===== src/rtl/imu_afd_pkg.sv =====
// ----------------------------------------------------------------------------
// imu_afd_pkg
// Shared types and constants for the IMU activity / fall detector.
// ----------------------------------------------------------------------------
`default_nettype none

package imu_afd_pkg;

  // Sequencer states, one-hot
  typedef enum logic [4:0] {
    ST_IDLE  = 5'b00001,
    ST_MAC   = 5'b00010,
    ST_ROOT  = 5'b00100,
    ST_SCALE = 5'b01000,
    ST_FIN   = 5'b10000
  } afd_state_t;

  // Configuration register indexes
  localparam logic [1:0] REG_IMPACT_THR = 2'd0;
  localparam logic [1:0] REG_STILLNESS  = 2'd1;
  localparam logic [1:0] REG_STEP_GAP   = 2'd2;

  // Reset values of the configuration registers
  localparam logic [7:0]  IMPACT_THR_RST = 8'd30;
  localparam logic [31:0] STILLNESS_RST  = 32'd30000;
  localparam logic [15:0] STEP_GAP_RST   = 16'd500;

  // Activity codes
  localparam logic [2:0] ACT_SIT   = 3'd0;
  localparam logic [2:0] ACT_WALK  = 3'd1;
  localparam logic [2:0] ACT_LIE   = 3'd2;
  localparam logic [2:0] ACT_STAND = 3'd3;
  localparam logic [2:0] ACT_FIDGET = 3'd4;
  localparam logic [2:0] ACT_FALL  = 3'd5;

  // Multiply-accumulate steps of the shared multiplier
  localparam logic [2:0] MAC_AX   = 3'd0;
  localparam logic [2:0] MAC_AY   = 3'd1;
  localparam logic [2:0] MAC_AZ   = 3'd2;
  localparam logic [2:0] MAC_RX   = 3'd3;
  localparam logic [2:0] MAC_RY   = 3'd4;
  localparam logic [2:0] MAC_RZ   = 3'd5;
  localparam logic [2:0] MAC_THR  = 3'd6;
  localparam logic [2:0] MAC_THR2 = 3'd7;

  // Squared acceleration thresholds (mg^2)
  localparam logic [31:0] A2_LIE_MAX   = 32'd250000;   // 0.5 g
  localparam logic [31:0] A2_SIT_MIN   = 32'd640000;   // 0.8 g
  localparam logic [31:0] A2_STAND_MIN = 32'd810000;   // 0.9 g
  localparam logic [31:0] A2_STAND_MAX = 32'd1210000;  // 1.1 g
  localparam logic [31:0] A2_WALK_MIN  = 32'd1440000;  // 1.2 g
  localparam logic [31:0] A2_MOVE_MIN  = 32'd90000;    // 0.3 g
  localparam logic [31:0] A2_MOVE_MAX  = 32'd2250000;  // 1.5 g

  // Squared rate thresholds
  localparam logic [33:0] G2_STAND_MAX = 34'd90000;
  localparam logic [33:0] G2_LOW       = 34'd250000;
  localparam logic [33:0] G2_HIGH      = 34'd4000000;

  // Tenths-of-g scaling: x/100 as (x*5243)>>19, exact below the saturation point
  localparam logic [16:0] TENTH_SCALE  = 17'd100;
  localparam logic [16:0] DIV100_RECIP = 17'd5243;
  localparam logic [15:0] ROOT_SAT     = 16'd25600;
  localparam logic [7:0]  LEVEL_MAX    = 8'd255;

  // Digit-by-digit square root of a 32-bit radicand
  localparam int unsigned ROOT_STEPS = 16;

endpackage

`default_nettype wire


===== src/rtl/imu_activity_fall_detector_core.sv =====
// ----------------------------------------------------------------------------
// imu_activity_fall_detector_core
// Activity classifier and fall detector for one IMU sample per request.
// ----------------------------------------------------------------------------
//  Channel  | Direction | Payload
//  in_*     | slave     | in_tdata: accel x/y/z, rate x/y/z, time_ms
//  out_*    | master    | out_tdata: activity, alert, armed, impact_x10, steps
//  cfg_*    | write     | cfg_index selects threshold, stillness or step gap
//
//  A sample passes from acceptance to result through the shared 17x17
//  multiplier (squares, threshold), the square-root unit, the tenths-of-g
//  scaling on the multiplier and a final state that updates and emits.
//  in_tready is high only while the sequencer is idle, so the next request
//  is taken in the cycle after the result at the earliest.
//  A result waits in the output register; a stalled output holds the
//  sequencer in its final state until the slot frees.
//  Reset is synchronous, active low, and restores register defaults.
// ----------------------------------------------------------------------------
`default_nettype none

module imu_activity_fall_detector_core
  import imu_afd_pkg::*;
(
  input  wire logic         clk,
  input  wire logic         rst_n,
  // ax[15:0] ay[31:16] az[47:32] rx[64:48] ry[81:65] rz[98:82] time_ms[130:99]
  input  wire logic [135:0] in_tdata,
  input  wire logic         in_tvalid,
  output logic              in_tready,
  // activity[2:0] fall_alert[3] fall_armed[4] impact_x10[12:5] steps[28:13]
  output logic [31:0]       out_tdata,
  output logic              out_tvalid,
  input  wire logic         out_tready,
  input  wire logic         cfg_we,
  input  wire logic [1:0]   cfg_index,
  input  wire logic [31:0]  cfg_wdata
);

  // configuration
  logic [7:0]  imp_thr_r;
  logic [31:0] still_r;
  logic [15:0] gap_r;

  // sequencer
  afd_state_t state_r, state_nxt;
  logic [2:0] step_r, step_nxt;

  // captured sample
  logic signed [15:0] ax_r, ay_r, az_r;
  logic signed [16:0] rx_r, ry_r, rz_r;
  logic [31:0]        now_r;

  // working registers
  logic [31:0] a2_r;
  logic [33:0] g2_r;
  logic [14:0] thr_r;
  logic [29:0] thr2_r;
  logic [15:0] root_r;
  logic [7:0]  lvl_r;

  // detector state
  logic        armed_r;
  logic [31:0] impact_time_r, movement_time_r, step_time_r;
  logic [15:0] steps_r;
  logic [7:0]  impact_level_r;

  // output register
  logic [31:0] out_data_r;
  logic        out_valid_r;

  // shared multiplier
  logic signed [16:0] op_a, op_b;
  logic signed [33:0] prod;

  logic        in_acc;
  logic        fin_go;
  logic        root_start;
  logic        root_done;
  logic [15:0] root_w;

  assign in_acc = in_tvalid && in_tready;
  assign in_tready = (state_r == ST_IDLE);
  assign fin_go = (state_r == ST_FIN) && (!out_valid_r || out_tready);
  assign root_start = (state_r == ST_MAC) && (step_r == MAC_THR2);

  // configuration writes
  always_ff @(posedge clk) begin
    if (!rst_n) begin
      imp_thr_r <= IMPACT_THR_RST;
      still_r   <= STILLNESS_RST;
      gap_r     <= STEP_GAP_RST;
    end else if (cfg_we) begin
      unique case (cfg_index)
        REG_IMPACT_THR: imp_thr_r <= cfg_wdata[7:0];
        REG_STILLNESS:  still_r   <= cfg_wdata;
        REG_STEP_GAP:   gap_r     <= cfg_wdata[15:0];
        default: ;
      endcase
    end
  end

  // operand selection for the shared multiplier
  always_comb begin
    op_a = '0;
    op_b = '0;
    if (state_r == ST_SCALE) begin
      op_a = signed'({1'b0, root_r});
      op_b = signed'(DIV100_RECIP);
    end else begin
      case (step_r)
        MAC_AX:   begin op_a = {ax_r[15], ax_r}; op_b = {ax_r[15], ax_r}; end
        MAC_AY:   begin op_a = {ay_r[15], ay_r}; op_b = {ay_r[15], ay_r}; end
        MAC_AZ:   begin op_a = {az_r[15], az_r}; op_b = {az_r[15], az_r}; end
        MAC_RX:   begin op_a = rx_r; op_b = rx_r; end
        MAC_RY:   begin op_a = ry_r; op_b = ry_r; end
        MAC_RZ:   begin op_a = rz_r; op_b = rz_r; end
        MAC_THR:  begin op_a = signed'({9'd0, imp_thr_r}); op_b = signed'(TENTH_SCALE); end
        default:  begin op_a = signed'({2'b0, thr_r}); op_b = signed'({2'b0, thr_r}); end
      endcase
    end
  end

  assign prod = op_a * op_b;

  // sequencer
  always_comb begin
    state_nxt = state_r;
    step_nxt  = step_r;
    unique case (state_r)
      ST_IDLE: begin
        step_nxt = MAC_AX;
        if (in_acc) state_nxt = ST_MAC;
      end
      ST_MAC: begin
        step_nxt = step_r + 3'd1;
        if (step_r == MAC_THR2) state_nxt = ST_ROOT;
      end
      ST_ROOT:  if (root_done) state_nxt = ST_SCALE;
      ST_SCALE: state_nxt = ST_FIN;
      ST_FIN:   if (fin_go) state_nxt = ST_IDLE;
      default:  state_nxt = ST_IDLE;
    endcase
  end

  always_ff @(posedge clk) begin
    if (!rst_n) begin
      state_r <= ST_IDLE;
      step_r  <= MAC_AX;
    end else begin
      state_r <= state_nxt;
      step_r  <= step_nxt;
    end
  end

  // sample capture
  always_ff @(posedge clk) begin
    if (in_acc) begin
      ax_r  <= signed'(in_tdata[15:0]);
      ay_r  <= signed'(in_tdata[31:16]);
      az_r  <= signed'(in_tdata[47:32]);
      rx_r  <= signed'(in_tdata[64:48]);
      ry_r  <= signed'(in_tdata[81:65]);
      rz_r  <= signed'(in_tdata[98:82]);
      now_r <= in_tdata[130:99];
    end
  end

  // multiply-accumulate of squares and threshold
  always_ff @(posedge clk) begin
    if (state_r == ST_MAC) begin
      case (step_r)
        MAC_AX:         a2_r <= prod[31:0];
        MAC_AY, MAC_AZ: a2_r <= a2_r + prod[31:0];
        MAC_RX:         g2_r <= unsigned'(prod);
        MAC_RY, MAC_RZ: g2_r <= g2_r + unsigned'(prod);
        MAC_THR:        thr_r <= prod[14:0];
        default:        thr2_r <= prod[29:0];
      endcase
    end
  end

  // square root of the squared acceleration magnitude
  imu_afd_isqrt u_isqrt (
    .clk      (clk),
    .rst_n    (rst_n),
    .start    (root_start),
    .radicand (a2_r),
    .done     (root_done),
    .root     (root_w)
  );

  always_ff @(posedge clk) begin
    if ((state_r == ST_ROOT) && root_done) root_r <= root_w;
    if (state_r == ST_SCALE) lvl_r <= (root_r >= ROOT_SAT) ? LEVEL_MAX : prod[26:19];
  end

  // classification and fall rules
  logic [2:0]  cls;
  logic [2:0]  act;
  logic        impact, moving, check, still_ok, alert, armed_new, step_hit;
  logic [31:0] imp_age, mov_age, step_age;
  logic [15:0] steps_new;
  logic [7:0]  level_new;

  always_comb begin
    if (g2_r > G2_HIGH && a2_r > A2_WALK_MIN)
      cls = ACT_WALK;
    else if (a2_r < A2_LIE_MAX)
      cls = ACT_LIE;
    else if (a2_r > A2_SIT_MIN && a2_r < A2_WALK_MIN && g2_r < G2_LOW)
      cls = ACT_SIT;
    else if (a2_r > A2_STAND_MIN && a2_r < A2_STAND_MAX && g2_r < G2_STAND_MAX)
      cls = ACT_STAND;
    else if (g2_r > G2_LOW && g2_r < G2_HIGH)
      cls = ACT_FIDGET;
    else
      cls = ACT_SIT;

    impact   = a2_r > {2'b0, thr2_r};
    moving   = (a2_r > A2_MOVE_MIN) && (a2_r < A2_MOVE_MAX);
    imp_age  = now_r - impact_time_r;
    mov_age  = now_r - movement_time_r;
    step_age = now_r - step_time_r;
    // a fresh impact or fresh movement has age zero and never passes
    check    = armed_r && !impact && (imp_age > still_r);
    still_ok = !moving && (mov_age > still_r);
    alert    = check && still_ok;
    armed_new = impact || (armed_r && !(check && !still_ok));
    act      = alert ? ACT_FALL : cls;
    step_hit = (act == ACT_WALK) && (step_age > {16'd0, gap_r});
    steps_new = step_hit ? steps_r + 16'd1 : steps_r;
    level_new = impact ? lvl_r : impact_level_r;
  end

  // detector state update
  always_ff @(posedge clk) begin
    if (!rst_n) begin
      armed_r         <= 1'b0;
      impact_time_r   <= '0;
      movement_time_r <= '0;
      step_time_r     <= '0;
      steps_r         <= '0;
      impact_level_r  <= '0;
    end else if (fin_go) begin
      armed_r        <= armed_new;
      steps_r        <= steps_new;
      impact_level_r <= level_new;
      if (impact)   impact_time_r   <= now_r;
      if (moving)   movement_time_r <= now_r;
      if (step_hit) step_time_r     <= now_r;
    end
  end

  // output register
  always_ff @(posedge clk) begin
    if (!rst_n) begin
      out_valid_r <= 1'b0;
    end else if (fin_go) begin
      out_valid_r <= 1'b1;
    end else if (out_tready) begin
      out_valid_r <= 1'b0;
    end
  end

  always_ff @(posedge clk) begin
    if (fin_go) out_data_r <= {3'd0, steps_new, level_new, armed_new, alert, act};
  end

  assign out_tdata  = out_data_r;
  assign out_tvalid = out_valid_r;

  // checks
  a_emit_from_fin: assert property (@(posedge clk) disable iff (!rst_n)
    $rose(out_tvalid) |-> $past(state_r == ST_FIN))
    else $error("result raised outside the final state");

  a_alert_consistent: assert property (@(posedge clk) disable iff (!rst_n)
    (out_tvalid && out_tdata[3]) |-> (out_tdata[4] && (out_tdata[2:0] == ACT_FALL)))
    else $error("fall alert without armed flag or fall activity");

  a_root_in_wait: assert property (@(posedge clk) disable iff (!rst_n)
    root_done |-> (state_r == ST_ROOT))
    else $error("square root finished outside its wait state");

  a_accept_starts: assert property (@(posedge clk) disable iff (!rst_n)
    in_acc |=> (state_r == ST_MAC) && (step_r == MAC_AX))
    else $error("accepted request did not start the sequence");

endmodule

`default_nettype wire


===== src/rtl/imu_afd_isqrt.sv =====
// ----------------------------------------------------------------------------
// imu_afd_isqrt
// Iterative integer square root, one result bit per cycle.
// ----------------------------------------------------------------------------
`default_nettype none

module imu_afd_isqrt
  import imu_afd_pkg::*;
(
  input  wire logic        clk,
  input  wire logic        rst_n,
  input  wire logic        start,
  input  wire logic [31:0] radicand,
  output logic             done,
  output logic [15:0]      root
);

  logic [31:0] n_r, n_nxt;
  logic [31:0] r_r, r_nxt;
  logic [31:0] bit_r, bit_nxt;
  logic [3:0]  cnt_r, cnt_nxt;
  logic        busy_r, busy_nxt;
  logic        done_r, done_nxt;
  logic [32:0] trial;

  // one restoring step per cycle
  always_comb begin
    n_nxt    = n_r;
    r_nxt    = r_r;
    bit_nxt  = bit_r;
    cnt_nxt  = cnt_r;
    busy_nxt = busy_r;
    done_nxt = 1'b0;
    trial    = {1'b0, r_r} + {1'b0, bit_r};
    if (start) begin
      n_nxt    = radicand;
      r_nxt    = '0;
      bit_nxt  = 32'h4000_0000;
      cnt_nxt  = '0;
      busy_nxt = 1'b1;
    end else if (busy_r) begin
      if ({1'b0, n_r} >= trial) begin
        n_nxt = n_r - trial[31:0];
        r_nxt = (r_r >> 1) + bit_r;
      end else begin
        r_nxt = r_r >> 1;
      end
      bit_nxt = bit_r >> 2;
      cnt_nxt = cnt_r + 4'd1;
      if (cnt_r == 4'(ROOT_STEPS - 1)) begin
        busy_nxt = 1'b0;
        done_nxt = 1'b1;
      end
    end
  end

  always_ff @(posedge clk) begin
    if (!rst_n) begin
      busy_r <= 1'b0;
      done_r <= 1'b0;
      cnt_r  <= '0;
    end else begin
      busy_r <= busy_nxt;
      done_r <= done_nxt;
      cnt_r  <= cnt_nxt;
    end
  end

  always_ff @(posedge clk) begin
    n_r   <= n_nxt;
    r_r   <= r_nxt;
    bit_r <= bit_nxt;
  end

  assign done = done_r;
  assign root = r_r[15:0];

endmodule

`default_nettype wire


===== config.mk =====
export PLATFORM = sky130hd
export DESIGN_NAME = imu_activity_fall_detector_core
export DESIGN_NICKNAME = d
export VERILOG_FILES = /design/src/rtl/imu_afd_pkg.sv /design/src/rtl/imu_activity_fall_detector_core.sv /design/src/rtl/imu_afd_isqrt.sv
export SDC_FILE = /design/constraint.sdc
export NUM_CORES = 2
export LEC_CHECK = 0
export BUFFER_PORTS_ARGS = -buffer_cell sky130_fd_sc_hd__buf_4
export CAP_MARGIN = 20
export CORE_UTILIZATION = 40
export CTS_CLUSTER_SIZE = 16
export DETAILED_ROUTE_END_ITERATION = 8
export PLACE_DENSITY = 0.56
export RECOVER_POWER = 25
export SLEW_MARGIN = 20
export SYNTH_ARGS = -nofsm -noshare
export SYNTH_HDL_FRONTEND = slang
export SYNTH_HIERARCHICAL = 1
export SYNTH_SLANG_ARGS = --single-unit
export TNS_END_PERCENT = 30

===== constraint.sdc =====
create_clock -name clk -period 17.1 [get_ports clk]
set_input_delay 0.855 -clock clk [delete_from_list [all_inputs] [get_ports clk]]
set_output_delay 0.855 -clock clk [all_outputs]
set_load 0.01 [all_outputs]

### Yosys cells after proc, flatten, opt, wreduce, memory -nomap -nowiden

Cells that the tools add are included.

* register bits after elaboration: 567
* bits in latches: 0
* RAM bits: 0
* ROM bits: 0
* input bits: 175
* output and inout port bits: 34
* word-level logic and storage cells: 166
* memories kept: 0

* add/subtract/negate cells: 11
* $mul: 1
* div/mod/pow operators: 0
* order comparisons: 19
* equal/unequal tests: 20
* shift operators: 0
* mux-type cells: 30
* bitwise operators: 3
* reduce and logical (&&, ||, !) cells: 50

Operator list (count)
* $pmux W17 S7: 2
* $mux W32: 4
* $sub A32 B32 Y32: 4
* $pmux W34 S2: 1
* $gt A32 B20 Y1 const B: 2
* $gt A32 B32 Y1: 2
* $lt A32 B21 Y1 const B: 2
* $pmux W32 S2: 1
* $add A34 B34 Y34: 1
* $gt A34 B18 Y1 const B: 1
* $gt A34 B22 Y1 const B: 1
* $lt A34 B17 Y1 const B: 1
* $lt A34 B18 Y1 const B: 1
* $lt A34 B22 Y1 const B: 1
* $mul A17 B17 Y34: 1
* $mux W17: 2
* $add A32 B31 Y33: 1
* $ge A32 B33 Y1: 1
* $add A31 B31 Y32: 1
* $add A32 B32 Y32: 1
* $gt A32 B16 Y1: 1
* $gt A32 B17 Y1 const B: 1
* $gt A32 B21 Y1 const B: 1
* $gt A32 B30 Y1: 1
* other kinds (38): 99

### Logic depth before layout (Yosys ltp)

* depth after elaboration: 11
* depth in mapped cells: 46
* gate-level depth less buffers: 43

### Modules after synthesis

The synthesis kept the hierarchy.

By module, submodules not included
* imu_activity_fall_detector_core: instances 1, cells an instance 4228, area each 39626.8 um^2, seq. area each 12582.1 um^2
* imu_afd_isqrt: instances 1, cells an instance 870, area each 7303.3 um^2, seq. area each 2042.0 um^2

### Least setup slack after synthesis

Ideal clock, no wire load.

* kind: register to register
* start point: register step_r[2]
* end point: register g2_r[32], data pin
* setup time: 0.260 ns
* arrival: 10.159 ns
* required time: 16.840 ns
* slack: 6.681 ns
* stages on the path, launching flop included: 44
* buffers on the path: 3
* clock period less this slack: 10.419 ns
* path through: dfxtp_1 buf_1 inv_2 ha_1 clkbuf_1 a222oi_1 o21ai_0 nor3_1 nor2_1 nor2_1 or3_1 clkbuf_1 clkinv_1 fa_1 inv_1 fa_1 fa_1 fa_1 [8 not listed] a221oi_1 or4_1 nand2_1 or2_2 a21oi_1 o21bai_1 xor2_1 ha_1 a21o_1 a21oi_1 o21ai_0 a21oi_1 o21ai_0 o41a_1 a2111o_1 a31oi_1 xnor2_1 mux2_2

* cells in the longest elaborated chain, start to end: 6
* elaborated cells on any way between the ends: 15
* those cells by class: 1 x add/sub; 1 x mul; 6 x eq/ne; 5 x mux; 2 x reduce/logical

Ends and longest elaborated chain
* from (decl): RTL line imu_activity_fall_detector_core.sv:46 `logic [2:0] step_r, step_nxt;`
* from (signal assigned): RTL line imu_activity_fall_detector_core.sv:151 `step_r <= step_nxt;`
* $eq A3 B3 Y1, or another cell as far along: RTL line imu_activity_fall_detector_core.sv:110 `case (step_r)`
* $pmux W17 S7: RTL line imu_activity_fall_detector_core.sv:110
* $mux W17: RTL line imu_activity_fall_detector_core.sv:106 `if (state_r == ST_SCALE) begin`
* $mul A17 B17 Y34 (*): RTL line imu_activity_fall_detector_core.sv:123 `assign prod = op_a * op_b;`
* net prod[21]: RTL line imu_activity_fall_detector_core.sv:73 `logic signed [33:0] prod;`
* $add A34 B34 Y34 (*): RTL line imu_activity_fall_detector_core.sv:175 `MAC_RY, MAC_RZ: g2_r <= g2_r + unsigned'(prod);`
* $pmux W34 S2 (*): RTL line imu_activity_fall_detector_core.sv:171 `case (step_r)`
* to (signal assigned): RTL line imu_activity_fall_detector_core.sv:174 `MAC_RX: g2_r <= unsigned'(prod);`
* to (signal assigned): RTL line imu_activity_fall_detector_core.sv:175
* to (decl): RTL line imu_activity_fall_detector_core.sv:55 `logic [33:0] g2_r;`

The timed path passes the listed nets; every way through them passes the cells marked *.
A chain may end at the register's enable or synchronous reset.

### Final worst setup path

* start point: register step_r[0]
* end point: register g2_r[32], data pin

Same word-level chain as after synthesis.

==> impl_metrics.env <==
export IMPL_synth_compound_gate_area_share_pct=14.3
export IMPL_regMostFlops="g2_r"
export IMPL_relSlewSlack_pct=-161
export IMPL_synth_distinct_cells=104
export IMPL_postCtsSetupRepairBufs=0
export IMPL_max_cap_viol_count=3
export IMPL_setup_viol=0
export IMPL_postSynthAreaPerCell_um2=9.21
export IMPL_grt_usage_pct=22.5
export IMPL_synthArstFlopShare_pct=0
export IMPL_wl_um=133000
export IMPL_finalClockSkew_ps=40.8
export IMPL_critical_path_max_fanout=13
export IMPL_end_kind="flip-flop"
export IMPL_mostFrequentLayoutCells="inv_1, nand2_1, nor2_1"
export IMPL_ys_seq_area_share_pct=31.2
export IMPL_hold_buffers=0
export IMPL_syn_to_final_growth_pct=11.5
export IMPL_post_synth_fa_ha_maj_area_fraction_pct=24.3
export IMPL_synth_top_family_by_area="adder cells"
export IMPL_multi_input_area_mm2=0.0292
export IMPL_fin_nets=6149
export IMPL_synth_seq_cells=567
export IMPL_num_rows=125
export IMPL_status="finished with violations"
export IMPL_hold_class="input pin to flip-flop"
export IMPL_core_mm2=0.116
export IMPL_ctsLongestPathBuffers=3
export IMPL_routedWlPerCell_um=19.5
export IMPL_ctsResizeCount=0
export IMPL_dr_pass1_iters=7
export IMPL_fin_cells=6829
export IMPL_final_seq_area_mm2=0.0146
export IMPL_drcViolationCount=0
export IMPL_cpLargestDelayFamily="adder cells"
export IMPL_ioPinCount=209
export IMPL_fmax_mhz=77.7
export IMPL_gp_congestion=0.927
export IMPL_grt_pass1_wl_um=206000
export IMPL_cts_root_buf="clkbuf_16"
export IMPL_antenna_found_initial=5
export IMPL_clock_latency_ps=700
export IMPL_viasPerCell=5.42
export IMPL_path_buf_inv=7
export IMPL_initial_core_util_pct=40.4
export IMPL_die_y_um=345
export IMPL_grt_max_degree=89
export IMPL_final_common_cell="inv_1"
export IMPL_critPathKind="flip-flop to flip-flop"
export IMPL_drive_above_1_share_pct=8.64
export IMPL_cts_tree="done"
export IMPL_die_area_mm2=0.119
export IMPL_nFillCells=11322
export IMPL_largest_reg_flops=34
export IMPL_io_buffer_count=200
export IMPL_tns_ps=0
export IMPL_cp_slowest_cell="a21oi_1"
export IMPL_synth_mux_area_share_pct=3.97
export IMPL_htree_num_levels=3
export IMPL_synth_edf_count=327
export IMPL_startpoint_type="flip-flop"
export IMPL_post_route_min_period_ps=12880
export IMPL_post_synth_inst_count=5098
export IMPL_cp_arrival_ps=13290
export IMPL_numCtsBuffers=72
export IMPL_die_x_um=345
export IMPL_grt_overflow=0
export IMPL_timing_final_crit_share_pct=75.3
export IMPL_synth_main_ff_cell="edfxtp_1"
export IMPL_rsz0062_at_grt="false"
export IMPL_cts_sinks=567
export IMPL_critPathRequiredTime_ps=17520
export IMPL_finalMaxSlewViolations=214
export IMPL_ant_nets=0
export IMPL_max_stage_delay_ps=980
export IMPL_worst_pin_slew_ps=3910
export IMPL_vias=36996
export IMPL_drtIter0Drc=2348
export IMPL_grt_pass1_vias=36138
export IMPL_synth_xor_area_share_pct=4.83
export IMPL_hpwl_um=103000
export IMPL_syn_area_mm2=0.0469
export IMPL_yosysWarnings=6
export IMPL_clkSlewWorstSetupHoldPaths_ps=60
export IMPL_synthSimpleGateAreaFrac_pct=14.7
export IMPL_dp_cells=6694
export IMPL_final_hold_viol_count=0
export IMPL_violations="max-capacitance violations, max-slew violations"
==> worst register-to-register path, delay by kind of cell (launching register included) <==
kind            cells  cell delay, ps
compound gates     11            3130
xor+xnor            2             640
fa+ha+maj           9            4110
buf+inv             7            1910
flops               1             350
mux                 1             260
simple gates        9            2210
==> logic make-up (layout without fill, tap and decap cells) <==
kind of cell	count (synthesis)	after routing
and+or+nand+nor	1517	1517
buffers and inverters	808	1011
AOI/OAI and AO/OA	1035	1035
muxes	182	182
other	1	5
DFF	567	567
adders and majority gates	729	729
xor gates and xnor gates	259	259
==> synthesized netlist by cell type (all sizes together) (22+ instances only) <==
master / number / share of area (%)
mux2: 33 / 0.79
a211oi: 42 / 0.71
nand2: 564 / 4.5
nand4: 48 / 0.64
nor2b: 34 / 0.45
nor2: 493 / 3.9
xnor2: 157 / 2.9
o21a: 32 / 0.51
o21ai: 230 / 2.5
o21bai: 37 / 0.59
fa: 302 / 13
nor4: 42 / 0.56
xor2: 102 / 1.9
o31ai: 34 / 0.57
edfxtp: 327 / 21
dfxtp: 240 / 10
buf: 53 / 0.74
and2: 22 / 0.29
nor3: 75 / 0.90
nand3: 69 / 0.75
inv: 618 / 4.9
clkbuf: 128 / 1.0
mux2i: 149 / 3.2
a21oi: 301 / 3.2
nand2b: 56 / 0.75
a31oi: 49 / 0.69
a21o: 119 / 1.9
o211ai: 41 / 0.66
ha: 427 / 11
==> per-stage QoR <==
step	util [%]	cell area, um2	hold WS (ps)	worst slack (ps)
after floorplan	-	46900	435	6680
after global placement	43.0	50000	442	4850
after detailed placement	43.0	50000	446	4790
after CTS	45.1	52400	282	4750
after global routing	45.0	52300	325	3750
final	45.0	52300	352	4220
==> final timing paths <==
path	from	cells past startpoint	slack (ps)	endpoint
worst min-delay path	in_tdata[91]	1	350	rz_r[9]
worst max-delay path	step_r[0]	39	4220	g2_r[32]
worst min register to register	still_r[20]	2	450	still_r[20]
worst max register to register	step_r[0]	39	4220	g2_r[32]
==> routing by layer <==
metal | track usage (%) | vias to the layer above | wire length (um)
met3 | 2.65 | 202 | 6100
met5 | 0 | - | 0
met2 | 38.0 | 904 | 63700
met1 | 29.6 | 18043 | 58800
li1 | - | 17847 | -
met4 | 7.98 | 0 | 4490
==> final cells by class <==
cell class / instances / area share, %
antenna: 2 / 0.00957
clock buffer: 105 / 3.97
clock inverter: 27 / 0.612
inverter: 627 / 4.50
multi-input combinational: 3725 / 55.8
sequential: 567 / 28.0
tap: 1524 / 3.65
timing repair buffer: 252 / 3.47
Power is not shown: default switching activity piles up to over one toggle a cycle in this logic, so the estimate is an artifact.
